==> src/sta_pkg.sv <==
// Shared types and constants for the session table with age-out.
// Used by every module of the block; depends on nothing.
`default_nettype none

package sta_pkg;

   localparam int SLOT_W   = 6;
   localparam int STAMP_W  = 32;
   localparam int STATUS_W = 3;
   localparam int TMO_W    = 8;
   localparam int KLEN_W   = 5;
   localparam int CSR_AW   = 3;
   localparam int CSR_DW   = 32;

   localparam logic [STATUS_W-1:0] STATUS_HIT   = 3'd0;
   localparam logic [STATUS_W-1:0] STATUS_NEW   = 3'd1;
   localparam logic [STATUS_W-1:0] STATUS_EVICT = 3'd2;
   localparam logic [STATUS_W-1:0] STATUS_FULL  = 3'd3;
   localparam logic [STATUS_W-1:0] STATUS_TICK  = 3'd4;

   localparam logic OP_TICK  = 1'b0;
   localparam logic OP_QUERY = 1'b1;

   // register index, taken from paddr[2]
   localparam logic REG_TIMEOUT = 1'b0;
   localparam logic REG_EVICT   = 1'b1;

   localparam logic [TMO_W-1:0] TIMEOUT_RESET = 8'd5;
   localparam logic             EVICT_RESET   = 1'b1;

   typedef struct packed {
      logic              opcode;
      logic [63:0]       client_ip_high;
      logic [63:0]       client_ip_low;
      logic [15:0]       client_port;
      logic [31:0]       client_flow_label;
      logic [31:0]       client_scope;
      logic [KLEN_W-1:0] key_length;
   } req_type;

   typedef struct packed {
      logic [STATUS_W-1:0] status;
      logic [SLOT_W-1:0]   slot;
   } rsp_type;

   typedef struct packed {
      logic [63:0]       ip_high;
      logic [63:0]       ip_low;
      logic [15:0]       port;
      logic [31:0]       flow_label;
      logic [31:0]       scope;
      logic [KLEN_W-1:0] key_length;
   } key_type;

   // update command from the top level to the slot bank
   typedef struct packed {
      logic              query;
      logic              alloc;
      logic [SLOT_W-1:0] idx;
   } slot_cmd_type;

   // lookup outcome from the slot picker
   typedef struct packed {
      logic              hit;
      logic              free;
      logic [SLOT_W-1:0] hit_idx;
      logic [SLOT_W-1:0] free_idx;
      logic [SLOT_W-1:0] old_idx;
   } pick_type;

endpackage

`default_nettype wire

==> src/sta_slot_bank.sv <==
// Slot storage: valid bits, keys and stamps, with per-slot live and match flags.
// Depends on sta_pkg.
`default_nettype none

module sta_slot_bank #(
   parameter int SESSIONS = 3
) (
   input  wire logic                                        clock,
   input  wire logic                                        reset,
   input  wire sta_pkg::key_type                            key,
   input  wire logic [sta_pkg::STAMP_W-1:0]                 now,
   input  wire logic [sta_pkg::TMO_W-1:0]                   timeout,
   input  wire sta_pkg::slot_cmd_type                       cmd,
   output logic [SESSIONS-1:0]                              live,
   output logic [SESSIONS-1:0]                              match,
   output logic [SESSIONS-1:0][sta_pkg::STAMP_W-1:0]        stamps
);
   import sta_pkg::*;

   logic    [SESSIONS-1:0]              valid_ff, valid_in;
   key_type [SESSIONS-1:0]              key_ff;
   logic    [SESSIONS-1:0][STAMP_W-1:0] stamp_ff;
   logic    [SESSIONS-1:0]              wr_sel;

   always_comb begin
      for (int k = 0; k < SESSIONS; k++) begin
         live[k]   = valid_ff[k] &&
                     ((now - stamp_ff[k]) <= {{(STAMP_W-TMO_W){1'b0}}, timeout});
         match[k]  = live[k] && (key_ff[k] == key);
         stamps[k] = stamp_ff[k];
         wr_sel[k] = cmd.alloc && (cmd.idx == SLOT_W'(k));
         // a query drops expired slots before it allocates
         valid_in[k] = cmd.query ? (live[k] || wr_sel[k]) : valid_ff[k];
      end
   end

   always_ff @(posedge clock) begin
      if (reset) begin
         valid_ff <= '0;
      end else begin
         valid_ff <= valid_in;
      end
   end

   always_ff @(posedge clock) begin
      for (int k = 0; k < SESSIONS; k++) begin
         if (wr_sel[k]) begin
            key_ff[k]   <= key;
            stamp_ff[k] <= now;
         end
      end
   end

endmodule

`default_nettype wire

==> src/sta_pick.sv <==
// Slot picker: first hit, first free slot and oldest stamp over the slot flags.
// Depends on sta_pkg.
`default_nettype none

module sta_pick #(
   parameter int SESSIONS = 3
) (
   input  wire logic [SESSIONS-1:0]                         live,
   input  wire logic [SESSIONS-1:0]                         match,
   input  wire logic [SESSIONS-1:0][sta_pkg::STAMP_W-1:0]   stamps,
   output sta_pkg::pick_type                                pick
);
   import sta_pkg::*;

   logic [STAMP_W-1:0] least;

   always_comb begin
      pick = '0;
      // walk downward so the lowest index wins
      for (int k = SESSIONS - 1; k >= 0; k--) begin
         if (match[k]) begin
            pick.hit     = 1'b1;
            pick.hit_idx = SLOT_W'(k);
         end
         if (!live[k]) begin
            pick.free     = 1'b1;
            pick.free_idx = SLOT_W'(k);
         end
      end
      // strict compare keeps the lowest index on a tie
      least = '1;
      for (int k = 0; k < SESSIONS; k++) begin
         if (stamps[k] < least) begin
            least        = stamps[k];
            pick.old_idx = SLOT_W'(k);
         end
      end
   end

endmodule

`default_nettype wire

==> src/session_table_with_ageout.sv <==
// Top level of the session table: request register, slot bank, picker,
// seconds counter, control registers and response register. Depends on sta_pkg.
`default_nettype none

// Channel    Ports                          Direction  Content
// request    req_valid req_stall req_data   in         req_type: tick or key query
// response   rsp_valid rsp_stall rsp_data   out        rsp_type: status and slot
// control    psel penable pwrite paddr ...  in/out     timeout_seconds @0, evict_enable @4
//
// One request per cycle, sustained while the response is not stalled: a request
// is held in the request register, is resolved against the slot bank and lands
// in the response register, which drives rsp_valid. The parallel key compare and
// the oldest-stamp select over all slots set the cycle time.
// Reset clears the slot valid bits, the seconds counter and the valid bits of both
// pipeline registers, and restores timeout 5 and eviction on; keys and stamps are not reset.
// A stalled response holds the request register, and req_stall rises while that holds a request.

module session_table_with_ageout #(
   parameter int SESSIONS = 3
) (
   input  wire logic                           clock,
   input  wire logic                           reset,
   input  wire logic                           req_valid,
   output logic                                req_stall,
   input  wire sta_pkg::req_type               req_data,
   output logic                                rsp_valid,
   input  wire logic                           rsp_stall,
   output sta_pkg::rsp_type                    rsp_data,
   input  wire logic                           psel,
   input  wire logic                           penable,
   input  wire logic                           pwrite,
   input  wire logic [sta_pkg::CSR_AW-1:0]     paddr,
   input  wire logic [sta_pkg::CSR_DW-1:0]     pwdata,
   output logic [sta_pkg::CSR_DW-1:0]          prdata,
   output logic                                pready
);
   import sta_pkg::*;

   // request register
   logic    in_valid_ff, in_valid_in;
   req_type in_ff;
   // response register
   logic    out_valid_ff, out_valid_in;
   rsp_type out_ff, out_in;
   // seconds counter and control registers
   logic [STAMP_W-1:0] now_ff, now_in;
   logic [TMO_W-1:0]   timeout_ff, timeout_in;
   logic               evict_ff, evict_in;

   logic                             advance, fire, accept, csr_wr;
   key_type                          key;
   slot_cmd_type                     cmd;
   pick_type                         pick;
   logic [SESSIONS-1:0]              live, match;
   logic [SESSIONS-1:0][STAMP_W-1:0] stamps;

   // The response register frees up when empty or being taken this cycle.
   assign advance   = !out_valid_ff || !rsp_stall;
   assign fire      = in_valid_ff && advance;
   assign req_stall = in_valid_ff && !advance;
   assign accept    = req_valid && !req_stall;

   assign key = '{ip_high:    in_ff.client_ip_high,
                  ip_low:     in_ff.client_ip_low,
                  port:       in_ff.client_port,
                  flow_label: in_ff.client_flow_label,
                  scope:      in_ff.client_scope,
                  key_length: in_ff.key_length};

   sta_slot_bank #(.SESSIONS(SESSIONS)) u_bank (
      .clock   (clock),
      .reset   (reset),
      .key     (key),
      .now     (now_ff),
      .timeout (timeout_ff),
      .cmd     (cmd),
      .live    (live),
      .match   (match),
      .stamps  (stamps)
   );

   sta_pick #(.SESSIONS(SESSIONS)) u_pick (
      .live   (live),
      .match  (match),
      .stamps (stamps),
      .pick   (pick)
   );

   // Resolve the held request: tick; or hit, then first free, then evict or full.
   always_comb begin
      cmd       = '0;
      cmd.query = fire && (in_ff.opcode == OP_QUERY);
      out_in    = '{status: STATUS_TICK, slot: '0};
      now_in    = now_ff;
      if (fire && (in_ff.opcode == OP_TICK)) begin
         now_in = now_ff + STAMP_W'(1);
      end
      if (in_ff.opcode == OP_QUERY) begin
         if (pick.hit) begin
            out_in = '{status: STATUS_HIT, slot: pick.hit_idx};
         end else if (pick.free) begin
            out_in    = '{status: STATUS_NEW, slot: pick.free_idx};
            cmd.alloc = fire;
            cmd.idx   = pick.free_idx;
         end else if (evict_ff) begin
            out_in    = '{status: STATUS_EVICT, slot: pick.old_idx};
            cmd.alloc = fire;
            cmd.idx   = pick.old_idx;
         end else begin
            out_in = '{status: STATUS_FULL, slot: '0};
         end
      end
   end

   // Pipeline valid bits: load on accept or fire, drop once consumed.
   always_comb begin
      in_valid_in = in_valid_ff;
      if (accept) begin
         in_valid_in = 1'b1;
      end else if (fire) begin
         in_valid_in = 1'b0;
      end
      out_valid_in = out_valid_ff;
      if (fire) begin
         out_valid_in = 1'b1;
      end else if (out_valid_ff && !rsp_stall) begin
         out_valid_in = 1'b0;
      end
   end

   // Control register writes; the register index is paddr[2].
   assign csr_wr = psel && penable && pwrite && pready;
   always_comb begin
      timeout_in = timeout_ff;
      evict_in   = evict_ff;
      if (csr_wr) begin
         unique case (paddr[2])
            REG_TIMEOUT: timeout_in = pwdata[TMO_W-1:0];
            REG_EVICT:   evict_in   = pwdata[0];
            default:     ;
         endcase
      end
   end

   always_comb begin
      unique case (paddr[2])
         REG_TIMEOUT: prdata = {{(CSR_DW-TMO_W){1'b0}}, timeout_ff};
         REG_EVICT:   prdata = {{(CSR_DW-1){1'b0}}, evict_ff};
         default:     prdata = '0;
      endcase
   end

   assign pready = 1'b1;

   always_ff @(posedge clock) begin
      if (reset) begin
         in_valid_ff  <= 1'b0;
         out_valid_ff <= 1'b0;
         now_ff       <= '0;
         timeout_ff   <= TIMEOUT_RESET;
         evict_ff     <= EVICT_RESET;
      end else begin
         in_valid_ff  <= in_valid_in;
         out_valid_ff <= out_valid_in;
         now_ff       <= now_in;
         timeout_ff   <= timeout_in;
         evict_ff     <= evict_in;
      end
   end

   // Payload registers: hold while stalled.
   always_ff @(posedge clock) begin
      if (accept) begin
         in_ff <= req_data;
      end
      if (fire) begin
         out_ff <= out_in;
      end
   end

   assign rsp_valid = out_valid_ff;
   assign rsp_data  = out_ff;

endmodule

`default_nettype wire

==> config.mk <==
export PLATFORM = sky130hd
export DESIGN_NAME = session_table_with_ageout
export DESIGN_NICKNAME = d
export VERILOG_FILES = /design/src/sta_pkg.sv /design/src/sta_slot_bank.sv /design/src/sta_pick.sv /design/src/session_table_with_ageout.sv
export SDC_FILE = /design/constraint.sdc
export NUM_CORES = 1
export LEC_CHECK = 0
export BUFFER_PORTS_ARGS = -buffer_cell sky130_fd_sc_hd__buf_2
export CELL_PAD_IN_SITES_DETAIL_PLACEMENT = 1
export CELL_PAD_IN_SITES_GLOBAL_PLACEMENT = 1
export CORE_MARGIN = 2
export CORE_UTILIZATION = 46
export CTS_CLUSTER_SIZE = 24
export DETAILED_ROUTE_END_ITERATION = 6
export PLACE_DENSITY_LB_ADDON = 0.1
export SLEW_MARGIN = 20
export SYNTH_ARGS = -nofsm -noshare
export SYNTH_HDL_FRONTEND = slang
export SYNTH_SLANG_ARGS = --single-unit
==> constraint.sdc <==
create_clock -name clock -period 14.55 [get_ports clock]
set_input_delay 1.455 -clock clock [delete_from_list [all_inputs] [get_ports clock]]
set_output_delay 1.455 -clock clock [all_outputs]
set_load 0.05 [all_outputs]
Yosys cells after proc, flatten, opt, wreduce, memory -nomap -nowiden
Cells that the tools add are included.

storage, ports and cells
  register bits = 1004
  latch bits = 0
  memory bits (writable) = 0
  memory bits (read-only) = 0
  bits of input ports = 256
  logic and storage cells = 115
  memories kept = 0

operators by class
  $add $sub $neg = 4
  multipliers = 0
  divide/modulo/power cells = 0
  order comparisons = 6
  equality and inequality tests = 5
  shift-type cells = 0
  mux-type cells = 28
  bitwise logic cells = 2
  reductions and logical operators = 32

operator list
  operator               count
  $eq 213x213->1         3
  $le 32x8->1            3
  $sub 32x32->32         3
  $lt 32x32->1           2
  $mux 32                2
  $pmux 32 s2            1
  $mux 7                 6
  $add 32x1->32 const B  1
  $lt 32x32->1 const B   1
  $logic_and 1x1->1      17
  $mux 2                 7
  $mux 1                 11
  $eq 6x1->1 const B     1
  $eq 6x2->1 const B     1
  $logic_not 6->1        1
  $mux 6                 1
  $logic_not 1->1        4
  $logic_or 1x1->1       4
  $reduce_and 2->1       2
  $reduce_bool 2->1      2
  $reduce_or 3->1        1
  $not 1->1              2
  $reduce_or 2->1        1

Depth between registers and ports, before layout
  depth in word-level cells = 13
  depth in mapped cells = 25
  depth with buffers taken out = 23

Cells and area by module
From an unflattened synthesis, not the netlist that was laid out.

unflattened totals
  cells, all modules = 3481
  area total of the unflattened synthesis = 47416.7 um2

by module, submodules not included
  module                     times used  cells an instance  area an instance (um2)  sequential area each (um2)
  sta_slot_bank              1           2707               36267.3                 22131.2
  session_table_with_ageout  1           526                9188.8                  7557.2
  sta_pick                   1           248                1960.6                  0.0

Worst setup path before layout
Ideal clock, no wire load.

  kind = register to register
  start = register now_ff[0]
  end = register u_bank.key_ff[426] in the netlist's numbering (enable)
  setup time = 0.880 ns
  arrival time = 14.823 ns
  required time = 13.670 ns
  path slack = -1.153 ns
  cell stages (with the launch flop) = 20
  buffers on the path = 0
  path through = dfxtp_1 > inv_1 > ha_1 > inv_1 > fa_1 > a21o_1 > a221o_2 > xor2_1 > ha_1 > a21o_1 > a21oi_1 > o2111ai_1 > a22oi_1 > and3_1 > nand4b_1 > or4_4 > nor4_4 > nand2_4 > a21oi_1 > nor2b_1

between the ends
  cells in the longest elaborated chain, start to end = 11

ends and longest elaborated chain
  what                                                RTL line                                          RTL
  start: declaration                                  session_table_with_ageout.sv:46                   logic [STAMP_W-1:0] now_ff, now_in;
  start signal: assignment                            session_table_with_ageout.sv:165                  now_ff <= now_in;
  $sub 32x32->32                                      sta_slot_bank.sv:28                               ((now - stamp_ff[k]) <= {{(STAMP_W-TMO_W){1'b0}}, timeout});
  $le 32x8->1                                         sta_slot_bank.sv:28
  $logic_and 1x1->1                                   sta_slot_bank.sv:27                               live[k] = valid_ff[k] &&
  $mux 1, or another cell as far along (3 in series)  sta_pick.sv:25                                    if (!live[k]) begin
  $mux 7 or $mux 1 (tied branches)                    session_table_with_ageout.sv:101, sta_pick.sv:21
  $mux 7 (*)                                          session_table_with_ageout.sv:99                   if (pick.hit) begin
  $mux 7 (*)                                          session_table_with_ageout.sv:98                   if (in_ff.opcode == OP_QUERY) begin
  $eq 6x2->1                                          sta_slot_bank.sv:31                               wr_sel[k] = cmd.alloc && (cmd.idx == SLOT_W'(k));
  $logic_and 1x1->1 (*)                               sta_slot_bank.sv:31
  net u_bank.wr_sel[2]                                sta_slot_bank.sv:23                               logic [SESSIONS-1:0] wr_sel;
  end signal: indexed assignment                      sta_slot_bank.sv:48                               key_ff[k] <= key;
  end: declaration                                    sta_slot_bank.sv:21                               key_type [SESSIONS-1:0] key_ff;

The timed path passes the listed nets; every way through them passes the cells marked *.
A chain may end at the register's enable or synchronous reset.

Worst setup path after layout
  start = register u_bank.stamp_ff, in the netlist u_bank.stamps[21]
  end = register u_bank.key_ff[139] in the netlist's numbering (enable)

between the ends
  cells in the longest elaborated chain, start to end = 12

ends and longest elaborated chain
  what                              RTL line                          RTL
  start: declaration                sta_slot_bank.sv:22               logic [SESSIONS-1:0][STAMP_W-1:0] stamp_ff;
  start signal: indexed assignment  sta_slot_bank.sv:49               stamp_ff[k] <= now;
  $lt 32x32->1                      sta_pick.sv:33                    if (stamps[k] < least) begin
  $mux 32                           sta_pick.sv:33
  $lt 32x32->1                      sta_pick.sv:33
  $mux 32                           sta_pick.sv:33
  $lt 32x32->1                      sta_pick.sv:33
  $mux 2                            sta_pick.sv:33
  $mux 7                            session_table_with_ageout.sv:105  end else if (evict_ff) begin
  $mux 7                            session_table_with_ageout.sv:101  end else if (pick.free) begin
  $mux 7 (*)                        session_table_with_ageout.sv:99
  $mux 7 (*)                        session_table_with_ageout.sv:98
  $logic_not 6->1                   sta_slot_bank.sv:31
  $logic_and 1x1->1 (*)             sta_slot_bank.sv:31
  net u_bank.wr_sel[0]              sta_slot_bank.sv:23

Marked as above.

==> impl_metrics.yaml <==
routing:
  vias_per_cell: 5.72
  routedWlPerCell_um: 28.4
  route.detailed.drc: 10
  ant_nets: 0
  first_iter_violations: 2069
  vias: 29894
  wirelength_mm: 148
  first_pass_iters: 7
final_layout:
  diodes: 0
  stdcell_area_mm2: 0.0532
  synthToLayoutAreaGrowth_pct: 13.9
  nets: 4220
  fillers: 10013
  drive_gt1_frac: 0.120
power_and_ir_drop:
  swShare: 0.226
  intPower_w: 0.00488
  p_leak_nw: 19.2
  clkPwrFrac: 0.432
  p_comb_frac: 0.040
  p_sw_w: 0.00142
  ir_worst_vdd_mv: 0.123
  powerDensity_mw_per_mm2: 119
  seqPwrFrac: 0.528
sta:
  rsz0062_at_grt: "false"
  setup_viol: 0
  fin_crit_sh: 0.592
  relSlewSlack: 0.122
  finalMaxSlewViolations: 0
  fmax_ghz: 0.116
  fin_skew_ns: 0.0538
  fin_crit_ns: 8.61
  finalSetupTns_ns: 0
  tightest_slew_ns: 1.32
  hold_viol: 0
setup_path:
  crit_arrival_ns: 8.93
  crit_slowest_cell: "buf_4"
  crit_family: "simple AND/OR/NAND/NOR gates"
  cpMostUsedCell: "buf_4"
  cp_max_fo: 148
  path_class: "reg2reg"
  required_ns: 14.87
  worstSetupStartpointType: "flip-flop"
  slowest_delay_ns: 0.90
  worst-path-buf-inv: 6
  path_cells: "inv_1, ha_1, nand4_1, nor2_1, o311ai_0, buf_4, a211oi_1, or2_2, buf_4, a21oi_1, ha_1, and4_1, nand4_1, nor3_1, nand3_1, nor4_1, inv_1, o211ai_1, a21oi_1, nor3_4, buf_12, buf_4"
  end_kind: "flip-flop"
global_route:
  grt.busiest_layer: "met2"
  grt_first_pass_wirelength_mm: 216
  grt_max_degree: 166
  globalRouteMet3Util: 0.0316
  use_met2: 0.531
  grt_antenna_before_repair: 5
  grt_pass1_vias: 31624
  use_met1: 0.339
  gr-total-overflow: 0
  grt_usage: 0.287
yosys:
  yosysSeqAreaShare: 0.633
  yosys.area.top_type: "edfxtp_1"
  synthesis.area_mm2: 0.0467
  netlist_instances: 3442
  avgSynthCellArea_um2: 13.6
  synthArstFlopShare: 0
  synth_edf_count: 954
  ys.warnings.count: 0
  ys.flop_type: "edfxtp_1"
  ys_ff_latch: 1000
  yosysMostFrequentCell: "edfxtp_1"
  netlist_top_cells_count: "954 x edfxtp_1, 343 x xor2_1, 317 x xnor2_1"
  synth_area_leaders: "edfxtp_1 61%, xor2_1 6.4%, xnor2_1 5.9%"
  yosys.area.top_type_share: 0.613
  synth_cell_types: 84
floorplan:
  die_x_um: 323
  dieHeight_um: 323
  num_rows: 116
  dieArea_mm2: 0.104
  io_pins: 300
  start_util: 0.465
  core_area_mm2: 0.100
clocking:
  ctsResizeCount: 0
  clock_sinks: 1000
  worstSkewPairLatency_ns: 0.71
  cts_buffer_depth: 3
  clk_pin_slew_worst_paths_ns: 0.06
  holdBufCountCts: 0
  tritoncts: "built"
  cts_setup_buffers: 0
  cts_made_buffers: 107
  cts-htree-levels: 3
  root_buffer: "clkbuf_16"
place:
  numPortBuffers: 244
  dp_hpwl_mm: 113
  place_congestion: 0.897
  place_area_mm2: 0.0497
worst_hold_path:
  hold_class: "reg2reg"
outcome:
  violations: "design-rule violations"
  status: "finished with violations"
run:
  maxCapViolCount: 0
worst register-to-register path, cell delays in order (launching register included):
cell and delay, ns:
edfxtp_1 0.37, inv_1 0.06, ha_1 0.28, nand4_1 0.14, nor2_1 0.34, o311ai_0 0.24
buf_4 0.21, a211oi_1 0.80, or2_2 0.57, buf_4 0.47, a21oi_1 0.17, ha_1 0.32
and4_1 0.24, nand4_1 0.19, nor3_1 0.46, nand3_1 0.30, nor4_1 0.40, inv_1 0.12
o211ai_1 0.34, a21oi_1 0.20, nor3_4 0.31, buf_12 0.56, buf_4 1.12
final timing paths:
check / from / endpoint / slack (ns) / cells past startpoint
setup / recovery: u_bank.stamps[21]$_DFFE_PP_ / u_bank.key_ff[139]$_DFFE_PP_ / 5.94 / 22
hold / removal: timeout_ff[7]$_SDFFE_PP0P_ / timeout_ff[7]$_SDFFE_PP0P_ / 0.50 / 2
setup reg to reg: u_bank.stamps[21]$_DFFE_PP_ / u_bank.key_ff[139]$_DFFE_PP_ / 5.94 / 22
hold reg to reg: timeout_ff[7]$_SDFFE_PP0P_ / timeout_ff[7]$_SDFFE_PP0P_ / 0.50 / 2
sequential cells by signal, indices dropped and copies added (netlist names):
register / count
rsp_data: 5
u_bank.key_ff: 639
evict_ff: 1
in_valid_ff: 1
timeout_ff: 8
now_ff: 32
u_bank.stamps: 96
u_bank.valid_ff: 3
rsp_valid: 1
in_ff: 214
metrics by stage:
step	power (W)	setup WS, ns	util	hold slack, ns	instances
global placement	0.00363	5.34	0.494	0.455	5027
floorplan	0.00350	0.176	-	0.432	3469
global route	0.00647	5.48	0.529	0.536	5224
CTS	0.00635	5.14	0.529	0.511	5223
detailed placement	0.00364	5.22	0.495	0.491	5028
finish	0.00630	5.94	0.529	0.503	5224
cell families after synthesis:
| logic type | count (synthesis) | synth area share |
|---|---|---|
| compound gates | 555 | 0.0792 |
| xor+xnor | 660 | 0.124 |
| fa+ha+maj | 183 | 0.0495 |
| buf+inv | 294 | 0.0261 |
| flops | 1000 | 0.633 |
| mux | 26 | 0.00568 |
| other cells | 2 | 0.000161 |
| simple gates | 722 | 0.0825 |
per-layer routing:
metal	up-vias	wire length (µm)
li1	13562	-
met1	15319	57300
met2	789	79300
met3	224	5590
met4	0	5940
met5	-	0
final cells by class:
class	instances	area (µm²)	area share
clock inverters	58	622	0.0117
clock buffers	137	2850	0.0536
flip-flops and latches	1000	29600	0.556
multi-input cells	2175	16100	0.302
inverters	216	811	0.0152
well taps	1357	1700	0.0319
repair buffers	281	1560	0.0294
placed cells by master (no fill, tap or decap), types with 76 or more instances in the layout:
| cell type | instances |
|---|---|
| edfxtp_1 | 954 |
| xor2_1 | 343 |
| xnor2_1 | 317 |
| buf_2 | 244 |
| inv_1 | 216 |
| ha_1 | 180 |
| a21oi_1 | 172 |
| nor2_1 | 162 |
| nand4_1 | 143 |
| nor4_1 | 112 |
| clkbuf_16 | 109 |
| nand2_1 | 106 |
| o21ai_0 | 76 |
power groups by stage:
stage                     Clock [W]  Combinational, W  Sequential [W]
after floorplan                   0          0.000147         0.00335
after global placement            0          0.000245         0.00338
after detailed placement          0          0.000254         0.00339
after CTS                   0.00277          0.000257         0.00333
after global routing        0.00287          0.000273         0.00333
final                       0.00272          0.000254         0.00333
Note: power is estimated with default switching activity, not from simulation.
